<file path="src/rtl/mcfl_pkg.sv">
// Package for the MHD CFL time step reduction block.
// Holds field widths, register indexes and reset values; no dependencies.
`timescale 1ns / 1ps
`default_nettype none
package mcfl_pkg;

    localparam int DENS_W  = 31;
    localparam int MOM_W   = 32;
    localparam int ENER_W  = 31;
    localparam int STEP_W  = 31;
    localparam int GAMMA_W = 19;
    localparam int COUR_W  = 17;
    localparam int EPS_W   = 16;
    localparam int CFG_W   = 19;
    localparam int IDX_W   = 2;

    localparam logic [IDX_W-1:0] CFG_GAMMA   = 2'd0;
    localparam logic [IDX_W-1:0] CFG_COURANT = 2'd1;
    localparam logic [IDX_W-1:0] CFG_EPSILON = 2'd2;

    localparam logic [GAMMA_W-1:0] GAMMA_RESET   = 19'd109227;
    localparam logic [COUR_W-1:0]  COURANT_RESET = 17'd45875;
    localparam logic [EPS_W-1:0]   EPSILON_RESET = 16'd1;
    localparam logic [STEP_W-1:0]  STEP_MAX      = 31'h7FFF_FFFF;
    localparam logic [GAMMA_W-1:0] GAMMA_ONE     = 19'd65536;

endpackage
`default_nettype wire

</file>
<file path="src/rtl/mhd_cfl_timestep_reduce.sv">
// Top level of the MHD CFL time step reduction block: sequencer and a shared
// bit-serial multiply / divide / square root unit. Depends on mcfl_pkg.
//
//   channel   direction  handshake                  payload
//   input     in         i_in_valid / o_in_stall    eight cell fields, i_last_cell
//   output    out        o_out_valid / i_out_stall  o_time_step
//   config    in         i_cfg_we                   i_cfg_index, i_cfg_data
//
// After a cell is accepted, the block is ready again once the sequencer has run
// its program on the single shared arithmetic unit, which retires one bit per
// cycle: six 32-step squares, two 32-step products, five 64-step restoring
// divisions and one 40-step square root, each with a load and a post state.
// Reset is synchronous and active low; it restores the register defaults and
// sets the running minimum to its largest value. A finished time step waits in
// the output register, so the next cell is taken while it is stalled; only a
// second final result stalls the sequencer.
`timescale 1ns / 1ps
`default_nettype none
module mhd_cfl_timestep_reduce (
    input  wire logic                           i_clk,
    input  wire logic                           i_rst_n,
    input  wire logic                           i_in_valid,
    output logic                                o_in_stall,
    input  wire logic [mcfl_pkg::DENS_W-1:0]    i_density,
    input  wire logic [mcfl_pkg::MOM_W-1:0]     i_momentum_x,
    input  wire logic [mcfl_pkg::MOM_W-1:0]     i_momentum_y,
    input  wire logic [mcfl_pkg::MOM_W-1:0]     i_momentum_z,
    input  wire logic [mcfl_pkg::MOM_W-1:0]     i_field_x,
    input  wire logic [mcfl_pkg::MOM_W-1:0]     i_field_y,
    input  wire logic [mcfl_pkg::MOM_W-1:0]     i_field_z,
    input  wire logic [mcfl_pkg::ENER_W-1:0]    i_total_energy,
    input  wire logic                           i_last_cell,
    output logic                                o_out_valid,
    input  wire logic                           i_out_stall,
    output logic [mcfl_pkg::STEP_W-1:0]         o_time_step,
    input  wire logic                           i_cfg_we,
    input  wire logic [mcfl_pkg::IDX_W-1:0]     i_cfg_index,
    input  wire logic [mcfl_pkg::CFG_W-1:0]     i_cfg_data
);
    import mcfl_pkg::*;

    typedef enum logic [2:0] {
        S_IDLE,
        S_LOAD,
        S_RUN,
        S_POST,
        S_FINISH
    } t_state;

    typedef enum logic [1:0] {
        OP_MUL,
        OP_DIV,
        OP_SQRT
    } t_op;

    // Sequencer program steps.
    localparam logic [3:0] PC_KIN   = 4'd6;
    localparam logic [3:0] PC_PRESS = 4'd7;
    localparam logic [3:0] PC_GP    = 4'd8;
    localparam logic [3:0] PC_CS2   = 4'd9;
    localparam logic [3:0] PC_CA2   = 4'd10;
    localparam logic [3:0] PC_ROOT  = 4'd11;
    localparam logic [3:0] PC_VEL   = 4'd12;
    localparam logic [3:0] PC_STEP  = 4'd13;

    t_state r_state;
    t_op    r_op;
    logic [3:0]  r_pc;
    logic [6:0]  r_cnt;

    logic [GAMMA_W-1:0] r_gamma;
    logic [COUR_W-1:0]  r_cour;
    logic [EPS_W-1:0]   r_eps;
    logic [STEP_W-1:0]  r_min;

    // Cell operands.
    logic [31:0]        r_mag [6];
    logic [DENS_W-1:0]  r_rho;
    logic [ENER_W-1:0]  r_energy;
    logic               r_last;

    // Intermediate results.
    logic [63:0]        r_m2;
    logic [63:0]        r_b2;
    logic [30:0]        r_internal;
    logic [33:0]        r_press;
    logic [63:0]        r_cs2;
    logic [48:0]        r_speed;
    logic [STEP_W-1:0]  r_step;

    // Shared unit.
    logic [63:0] r_acc;
    logic [48:0] r_mcand;
    logic [31:0] r_mplier;
    logic [49:0] r_rem;
    logic [39:0] r_root;

    logic               r_out_valid;
    logic [STEP_W-1:0]  r_time_step;

    // One bit of each operation.
    logic [63:0] n_mul_acc;
    logic [49:0] n_div_t;
    logic        n_div_q;
    logic [43:0] n_sq_t;
    logic [41:0] n_sq_trial;
    logic        n_sq_bit;
    logic [GAMMA_W-1:0] n_gm1;
    logic [64:0] n_total;
    logic [64:0] n_sum;
    logic [STEP_W-1:0]  n_min;
    logic        n_finish_ok;
    logic        n_emit;

    function automatic logic [31:0] f_mag(input logic [31:0] v);
        return v[31] ? (~v + 32'd1) : v;
    endfunction

    assign n_mul_acc  = {r_acc[62:0], 1'b0} + (r_mplier[31] ? {15'd0, r_mcand} : 64'd0);
    assign n_div_t    = {r_rem[48:0], r_acc[63]};
    assign n_div_q    = (n_div_t >= {1'b0, r_mcand});
    assign n_sq_t     = {r_rem[41:0], r_acc[63:62]};
    assign n_sq_trial = {r_root, 2'b01};
    assign n_sq_bit   = (n_sq_t >= {2'b00, n_sq_trial});
    assign n_gm1      = (r_gamma >= GAMMA_ONE) ? (r_gamma - GAMMA_ONE) : '0;
    assign n_total    = {1'b0, r_acc} + {18'd0, r_b2[63:17]};
    assign n_sum      = {1'b0, r_cs2} + {1'b0, r_acc};
    assign n_min      = (r_step < r_min) ? r_step : r_min;
    assign n_finish_ok = !r_last || !r_out_valid || !i_out_stall;
    // A final cell hands its minimum to the output register this cycle.
    assign n_emit     = (r_state == S_FINISH) && n_finish_ok && r_last;

    assign o_in_stall  = (r_state != S_IDLE);
    assign o_out_valid = r_out_valid;
    assign o_time_step = r_time_step;

    always_ff @(posedge i_clk) begin
        if (!i_rst_n) begin
            r_state     <= S_IDLE;
            r_op        <= OP_MUL;
            r_pc        <= '0;
            r_cnt       <= '0;
            r_gamma     <= GAMMA_RESET;
            r_cour      <= COURANT_RESET;
            r_eps       <= EPSILON_RESET;
            r_min       <= STEP_MAX;
            r_out_valid <= 1'b0;
        end else begin
            if (i_cfg_we) begin
                case (i_cfg_index)
                    CFG_GAMMA:   r_gamma <= i_cfg_data[GAMMA_W-1:0];
                    CFG_COURANT: r_cour  <= i_cfg_data[COUR_W-1:0];
                    CFG_EPSILON: r_eps   <= i_cfg_data[EPS_W-1:0];
                    default: ;
                endcase
            end

            if (n_emit) begin
                r_out_valid <= 1'b1;
            end else if (r_out_valid && !i_out_stall) begin
                r_out_valid <= 1'b0;
            end

            case (r_state)
                S_IDLE: begin
                    if (i_in_valid) begin
                        r_mag[0] <= f_mag(i_momentum_x);
                        r_mag[1] <= f_mag(i_momentum_y);
                        r_mag[2] <= f_mag(i_momentum_z);
                        r_mag[3] <= f_mag(i_field_x);
                        r_mag[4] <= f_mag(i_field_y);
                        r_mag[5] <= f_mag(i_field_z);
                        // A zero density is taken as one LSB.
                        r_rho    <= (i_density == '0) ? DENS_W'(1) : i_density;
                        r_energy <= i_total_energy;
                        r_last   <= i_last_cell;
                        r_m2     <= '0;
                        r_b2     <= '0;
                        r_pc     <= '0;
                        r_state  <= S_LOAD;
                    end
                end
                S_LOAD: begin
                    r_rem   <= '0;
                    // A zero speed saturates the step without dividing.
                    r_state <= (r_pc == PC_STEP && r_speed == '0) ? S_POST : S_RUN;
                    case (r_pc)
                        PC_KIN: begin
                            r_op    <= OP_DIV;
                            r_cnt   <= 7'd64;
                            r_acc   <= r_m2;
                            r_mcand <= {17'd0, r_rho, 1'b0};
                        end
                        PC_PRESS: begin
                            r_op     <= OP_MUL;
                            r_cnt    <= 7'd32;
                            r_acc    <= '0;
                            r_mcand  <= {18'd0, r_internal};
                            r_mplier <= {13'd0, n_gm1};
                        end
                        PC_GP: begin
                            r_op     <= OP_MUL;
                            r_cnt    <= 7'd32;
                            r_acc    <= '0;
                            r_mcand  <= {15'd0, r_press};
                            r_mplier <= {13'd0, r_gamma};
                        end
                        PC_CS2: begin
                            // The dividend is the product left in the accumulator.
                            r_op    <= OP_DIV;
                            r_cnt   <= 7'd64;
                            r_mcand <= {18'd0, r_rho};
                        end
                        PC_CA2: begin
                            r_op    <= OP_DIV;
                            r_cnt   <= 7'd64;
                            r_acc   <= r_b2;
                            r_mcand <= {18'd0, r_rho};
                        end
                        PC_ROOT: begin
                            r_op   <= OP_SQRT;
                            r_cnt  <= 7'd40;
                            r_acc  <= r_cs2;
                            r_root <= '0;
                        end
                        PC_VEL: begin
                            r_op    <= OP_DIV;
                            r_cnt   <= 7'd64;
                            r_acc   <= {16'd0, r_mag[0], 16'd0};
                            r_mcand <= {18'd0, r_rho};
                        end
                        PC_STEP: begin
                            r_op    <= OP_DIV;
                            r_cnt   <= 7'd64;
                            r_mcand <= r_speed;
                            if (r_speed == '0) begin
                                r_acc <= {33'd0, STEP_MAX};
                            end else begin
                                r_acc <= {31'd0, r_cour, 16'd0};
                            end
                        end
                        default: begin
                            // Squares of the momentum and field magnitudes.
                            r_op     <= OP_MUL;
                            r_cnt    <= 7'd32;
                            r_acc    <= '0;
                            r_mcand  <= {17'd0, r_mag[r_pc[2:0]]};
                            r_mplier <= r_mag[r_pc[2:0]];
                        end
                    endcase
                end
                S_RUN: begin
                    case (r_op)
                        OP_MUL: begin
                            r_acc    <= n_mul_acc;
                            r_mplier <= {r_mplier[30:0], 1'b0};
                        end
                        OP_DIV: begin
                            r_acc <= {r_acc[62:0], n_div_q};
                            r_rem <= n_div_q ? (n_div_t - {1'b0, r_mcand}) : n_div_t;
                        end
                        OP_SQRT: begin
                            r_acc  <= {r_acc[61:0], 2'b00};
                            r_root <= {r_root[38:0], n_sq_bit};
                            r_rem  <= {6'd0, n_sq_bit ? (n_sq_t - {2'b00, n_sq_trial})
                                                      : n_sq_t};
                        end
                        default: ;
                    endcase
                    r_cnt <= r_cnt - 7'd1;
                    if (r_cnt == 7'd1) begin
                        r_state <= S_POST;
                    end
                end
                S_POST: begin
                    r_pc    <= r_pc + 4'd1;
                    r_state <= (r_pc == PC_STEP) ? S_FINISH : S_LOAD;
                    case (r_pc)
                        PC_KIN: begin
                            // Internal energy, clamped to zero when negative.
                            if (n_total >= {34'd0, r_energy}) begin
                                r_internal <= '0;
                            end else begin
                                r_internal <= r_energy - n_total[30:0];
                            end
                        end
                        PC_PRESS: r_press <= r_acc[49:16];
                        PC_GP:    ;
                        PC_CS2:   r_cs2 <= r_acc;
                        PC_CA2:   r_cs2 <= n_sum[64] ? '1 : n_sum[63:0];
                        PC_ROOT:  ;
                        PC_VEL: begin
                            r_speed <= r_acc[48:0] + {9'd0, r_root} + {33'd0, r_eps};
                        end
                        PC_STEP: begin
                            r_step  <= (r_acc > {33'd0, STEP_MAX}) ? STEP_MAX : r_acc[30:0];
                        end
                        default: begin
                            if (r_pc < 4'd3) begin
                                r_m2 <= r_m2 + r_acc;
                            end else begin
                                r_b2 <= r_b2 + r_acc;
                            end
                        end
                    endcase
                end
                S_FINISH: begin
                    // A final cell waits here only while an earlier result is unread.
                    if (n_finish_ok) begin
                        if (r_last) begin
                            r_time_step <= n_min;
                            r_min       <= STEP_MAX;
                        end else begin
                            r_min <= n_min;
                        end
                        r_state <= S_IDLE;
                    end
                end
                default: r_state <= S_IDLE;
            endcase
        end
    end

endmodule
`default_nettype wire
</file>
<file path="config.mk">
export PLATFORM = sky130hd
export DESIGN_NAME = mhd_cfl_timestep_reduce
export DESIGN_NICKNAME = d
export VERILOG_FILES = /design/src/rtl/mcfl_pkg.sv /design/src/rtl/mhd_cfl_timestep_reduce.sv
export SDC_FILE = /design/constraint.sdc
export NUM_CORES = 2
export LEC_CHECK = 0
export ABC_AREA = 1
export BUFFER_PORTS_ARGS = -buffer_cell sky130_fd_sc_hd__buf_2
export CAP_MARGIN = 5
export CELL_PAD_IN_SITES_DETAIL_PLACEMENT = 1
export CELL_PAD_IN_SITES_GLOBAL_PLACEMENT = 2
export CORE_AREA = 2 2 459 461
export CTS_BUF_LIST = sky130_fd_sc_hd__clkbuf_4 sky130_fd_sc_hd__clkbuf_8
export DETAILED_ROUTE_END_ITERATION = 7
export DIE_AREA = 0 0 461 463
export PLACE_DENSITY_LB_ADDON = 0.1
export SLEW_MARGIN = 20
export SYNTH_ARGS = -nofsm -noshare
export SYNTH_HDL_FRONTEND = slang
export SYNTH_SLANG_ARGS = --single-unit
</file>
<file path="constraint.sdc">
create_clock -name i_clk -period 12.08 [get_ports i_clk]
set_input_delay 1.208 -clock i_clk [delete_from_list [all_inputs] [get_ports i_clk]]
set_output_delay 1.208 -clock i_clk [all_outputs]
set_load 0.01 [all_outputs]
</file>
-- Yosys cells after proc, flatten, opt, wreduce, memory -nomap -nowiden
Memory sizes are Yosys's and may differ from the RTL's. A register that Yosys moved wholly into a read port is not among the register bits.
Cells that the tools add are included.
- word-level logic and storage cells: 185
- RAM bits: 192
- memory bits (read-only): 0
- output and inout port bits: 33
- input port bits: 281
- bits in registers: 765
- bits in latches: 0
- memories: 1
- memory list (name ; words ; bits a word ; rd ports ; clocked after Yosys merged registers in ; wr ports ; line ; RTL):
    r_mag ; 6 ; 32 ; 2 ; 1 ; 6 ; mhd_cfl_timestep_reduce.sv:77 ; logic [31:0] r_mag [6];
- reduce and logical (&&, ||, !) cells: 43
- muxes and demuxes: 53
- shift operators: 0
- div/mod/pow operators: 0
- magnitude comparators: 7
- multiply operators: 0
- add/subtract/negate cells: 19
- bitwise logic cells: 7
- eq/ne operators: 30
- operators by type and width (operator ; count):
    $pmux 64 s2 ; 4
    $mux 64 ; 6
    $pmux 64 s6 ; 1
    $pmux 49 s6 ; 1
    $mux 32 ; 7
    $pmux 49 s2 ; 2
    $add 32x1->32 const B ; 6
    $not 32->32 ; 6
    $pmux 64 s3 ; 1
    $add 64x64->64 ; 2
    $mux 49 ; 2
    $pmux 32 s3 ; 1
    $mux 40 ; 2
    $pmux 40 s2 ; 1
    $add 64x47->65 ; 1
    $add 64x64->65 ; 1
    $ge 65x31->1 ; 1
    $add 64x49->64 ; 1
    $gt 64x31->1 const B ; 1
    $pmux 32 s2 ; 1
    $mux 31 ; 2
    $ge 50x49->1 ; 1
    $add 49x16->49 ; 1
    $add 49x40->49 ; 1
    50 further kinds ; 106

-- Logic depth before layout (Yosys ltp)
- depth after elaboration: 6
- depth in mapped cells: 29
- depth with buffers taken out: 28

-- Least setup slack after synthesis
OpenSTA, ideal clock, no wires.
- kind: input to register
- start point: in i_rst_n
- end point: mem r_mag[0][0], enable pin
- required time: 11333 ps
- data arrival time: 9759 ps
- cell stages on the path: 4
- path buffers: 2
- path slack: 1573 ps
- cells stage by stage: clkbuf_1 inv_1 clkbuf_1 nor2_1
- RTL lines (item ; line ; RTL):
    start, declared ; mhd_cfl_timestep_reduce.sv:21 ; input wire logic i_rst_n,
    end, declared ; mhd_cfl_timestep_reduce.sv:77 ;

-- Worst setup path in the final report
- start point: reg r_acc[0]
- end point: reg r_internal[12] (data pin)
- longest elaborated chain between the ends: 2
- elaborated cells on any way between the ends: 3
- those cells by class: add/sub: 2; order compare: 1
- RTL lines (item ; line ; RTL):
    start, declared ; mhd_cfl_timestep_reduce.sv:92 ; logic [63:0] r_acc;
    start signal, assigned ; mhd_cfl_timestep_reduce.sv:191 ; r_acc <= r_m2;
    start signal, assigned ; mhd_cfl_timestep_reduce.sv:217 ; r_acc <= r_b2;
    start signal, assigned ; mhd_cfl_timestep_reduce.sv:223 ; r_acc <= r_cs2;
    $add 64x47->65 (*) ; mhd_cfl_timestep_reduce.sv:126 ; assign n_total = {1'b0, r_acc} + {18'd0, r_b2[63:17]};
    $ge 65x31->1 / $sub 31x31->31 (equally long branches) ; mhd_cfl_timestep_reduce.sv:281, mhd_cfl_timestep_reduce.sv:284 ;
    end signal, assigned ; mhd_cfl_timestep_reduce.sv:284 ; r_internal <= r_energy - n_total[30:0];
    end, declared ; mhd_cfl_timestep_reduce.sv:85 ; logic [30:0] r_internal;
Every way passes the cells marked *; elsewhere a longest branch is shown, timed or not.
A chain may end at the register's enable or synchronous reset.

==> results.yml <==
yosys:
  async_flop_share_pct: 0
  synth-seq-cells: 960
  synthSimpleGateAreaFrac_pct: 24.5
  synth_compound_area_share_pct: 17.5
  synth_edf_count: 857
  syn_area_per_cell_um2: 7.26
  synth_mux_area_share_pct: 0
  synth-main-ff-cell: "edfxtp_1"
  synth_top_family_by_area: "simple AND/OR/NAND/NOR gates"
  yosysSeqAreaShare_pct: 35.3
  synthCells: 10848
  ys_types: 64
  ys_warn_count: 0
  mappedNetlistArea_mm2: 0.0787
  synthAdderAreaFrac_pct: 9.34
  synth_fp_nets: 11702
  synth_xor_area_share_pct: 4.58
pwr:
  ir_drop_v: 0.000129
  power_density_mw_per_mm2: 140
  leakage_uw: 0.0386
die:
  boundaryPins: 314
  coreArea_mm2: 0.209
  initial_utilization_pct: 37.7
  die_area_mm2: 0.213
  die_y_um: 463
  chipWidth_um: 461
  rows: 168
min_path:
  min_from: "i_last_cell"
  hold_class: "in2reg"
  hold-path-endpoint: "r_last"
  hold_path_depth: 1
drt:
  wl_um: 430000
  wire_per_inst_um: 30.3
  drtIter0Drc: 9564
  first_pass_iters: 6
  dr_total_vias: 83134
  viasPerCell: 5.86
  drc_errors: 0
  antenna_left: 0
placement:
  pre_cts_ws_ns: 6.36
  place_inst: 13813
  gp_congestion: 1.07
  hpwl_um: 351000
  io_buffers: 313
sta:
  slew_violations: 0
  finalSetupViolCount: 0
  finalHoldViolCount: 0
  tightestPinTransition_ns: 1.28
  post-route-min-period_ns: 5.78
  fin_hold_ws_ns: 0.376
  finClkSkew_ns: 0.0999
  finalCritPeriodShare_pct: 47.9
  tns_ns: 0
  max_slew_margin_pct: 13.7
  grt_setup_unrepaired: "false"
  fmax_mhz: 173
  worst_slack_ns: 6.30
final_layout:
  synthToLayoutAreaGrowth_pct: 11.8
  nFillCells: 26353
  layout.nets: 12049
  drive_above_1_share_pct: 7.83
  stdcell_count: 14190
  utilization_pct: 42.2
critical_path:
  cp.arrival_ns: 6.59
  crit_start: "r_acc[0]"
  cp_max_fo: 31
  worstRegToRegCells: 27
  rr_endpoint: "r_internal[12]"
  critPathLaunchType: "flop"
  critical_path_required_ns: 12.89
  endpoint_kind: "flop"
  rr_startpoint: "r_acc[0]"
  r2r_setup_slack_ns: 6.30
  worst-setup-path-type: "reg2reg"
global_route:
  grt_pass1_wl_um: 599000
  antenna_found_initial: 54
  overflow: 0
  grt_max_degree: 87
  track_usage_pct: 39.1
  grt_pass1_vias: 81672
cts:
  cts.clk_slew.worst_paths_ns: 0.06
  hold_buffers: 0
  clk_latency_ns: 1.05
  htreeDepth: 4
  post_cts_buffers: 0
  clkSinkCount: 960
  clock_path_buffers: 3
  cts-root-buf: "clkbuf_8"
  cts_tree: "built"
  cts_resized: 0
  numCtsBuffers: 184
outcome:
  status: "finished, final reports clean"
job:
  drv_cap: 0
## layout by cell type (no fill, tap or decap), types with 102 or more instances in the layout
master       n
inv_1     1530
buf_2      313
nand3_1    472
nand4_1    115
nand2_1   2411
a21oi_1    975
a31oi_1    125
o21ai_0    714
xnor2_1    137
edfxtp_1   857
clkbuf_8   201
xor2_1     275
dfxtp_1    102
ha_1       549
nor3_1     119
buf_4      128
nor2_1    1295
## layer usage
metal | global-route usage, % | vias to the layer above | share of wire, %
li1 | - | 37292 | -
met1 | 51.1 | 40992 | 41
met2 | 59.3 | 3924 | 43
met3 | 11.1 | 882 | 10
met4 | 18.4 | 44 | 5.4
met5 | 0 | - | 0.077
## cell type report
class / count / area (um2) / share of cell area (%)
repair buffers: 443 / 2570 / 2.92
inverters: 1548 / 5810 / 6.61
diodes: 36 / 90.1 / 0.102
clock inverters: 82 / 832 / 0.946
clock buffers: 258 / 3190 / 3.63
multi-input cells: 8058 / 44200 / 50.2
well taps: 2805 / 3510 / 3.99
flip-flops and latches: 960 / 27800 / 31.6
## per-stage QoR
step	power, uW	instance area (um2)
after global routing	12800	87900
final	12300	88000
after global placement	8500	83800
after floorplan	6720	78700
after CTS	12200	87800
after detailed placement	8540	83800
## state kept, by name, indices dropped and copies added (netlist names), 7 cells and up, named ones only
signal and cells:
r_cnt 7, r_press 34, r_rem 49, r_acc 64, r_cour 17, r_mplier 32, o_time_step 31, r_step 31
r_b2 64, r_min 31, r_mag 192, r_rho 31, r_energy 31, r_cs2 64, r_root 40, r_gamma 19
r_speed 49, r_eps 16, r_internal 31, r_m2 64, r_mcand 49
## how the worst max path moves through the flow
| stage | end | slack (ns) | cells past startpoint |
|---|---|---|---|
| 4_1_cts | r_internal[12] | 6.36 | 27 |
| 6_report | r_internal[12] | 6.30 | 27 |
| 3_3_place_gp | r_internal[30] | 6.43 | 27 |
| 3_5_place_dp | r_internal[12] | 6.36 | 27 |
| 2_1_floorplan | r_mag[0][0] | 1.57 | 4 |
| 5_1_grt | r_internal[9] | 5.86 | 27 |
## where the power goes
group	leakage (uW)	total (uW)	internal, uW	switching, uW
clock	0.00212	3690	1960	1730
sequential	0.00859	4110	3900	212
combinational	0.0279	4520	1230	3290
## critical path, stage by stage (launching register included)
cell and delay (ns):
edfxtp_1 0.56, ha_1 0.42, fa_1 0.56, nand3_1 0.14, nand3_1 0.23, nand2_1 0.13
nand2_1 0.13, nand2_1 0.11, nand2_1 0.16, xor2_1 0.34, ha_1 0.39, nand2_1 0.13
nor2_1 0.07, nand2_1 0.08, nor2_1 0.04, nand3_1 0.06, nand3_1 0.15, nand2_1 0.09
nand2_1 0.08, nand2_1 0.09, nand2_1 0.05, nand2_1 0.07, nand3_1 0.07, nor2_1 0.10
nand3_1 0.08, nor2_1 0.12, nand3_2 0.77, nor2_2 0.33
## synthesized netlist by cell type, types with 23 or more instances
master    instances  share of area [%]
buf_1            23               0.11
edfxtp_1        857                 33
o21ai_0         716                4.6
a31oi_1         126                1.0
xnor2_1         137                1.5
a221oi_1         55               0.61
o211ai_1         50               0.48
nand4_1         115               0.91
a21oi_1         977                6.2
inv_1          1531                7.3
clkbuf_1        231                1.1
ha_1            549                8.7
nor2_1         1309                6.2
xor2_1          275                3.1
nor2_2           38               0.30
o21bai_1         67               0.64
nand3_1         473                3.0
nor4_1           80               0.64
dfxtp_1         103                2.6
fa_1             24               0.61
nor3_1          125               0.79
o21a_1           69               0.66
and2_1           33               0.26
a21boi_0         34               0.32
o22ai_1          52               0.41
a22oi_1          44               0.42
o221ai_1         29               0.32
a21o_1           69               0.66
nand2_1        2414                 12
## cells by family after synthesis
logic type / count (synthesis)
AND/OR/NAND/NOR: 4671
AO/OA/AOI/OAI: 2402
buffers and inverters: 1830
flip-flops: 960
adder cells (fa/ha/maj): 573
XOR/XNOR: 412
Power figures use the tool's default switching activity.
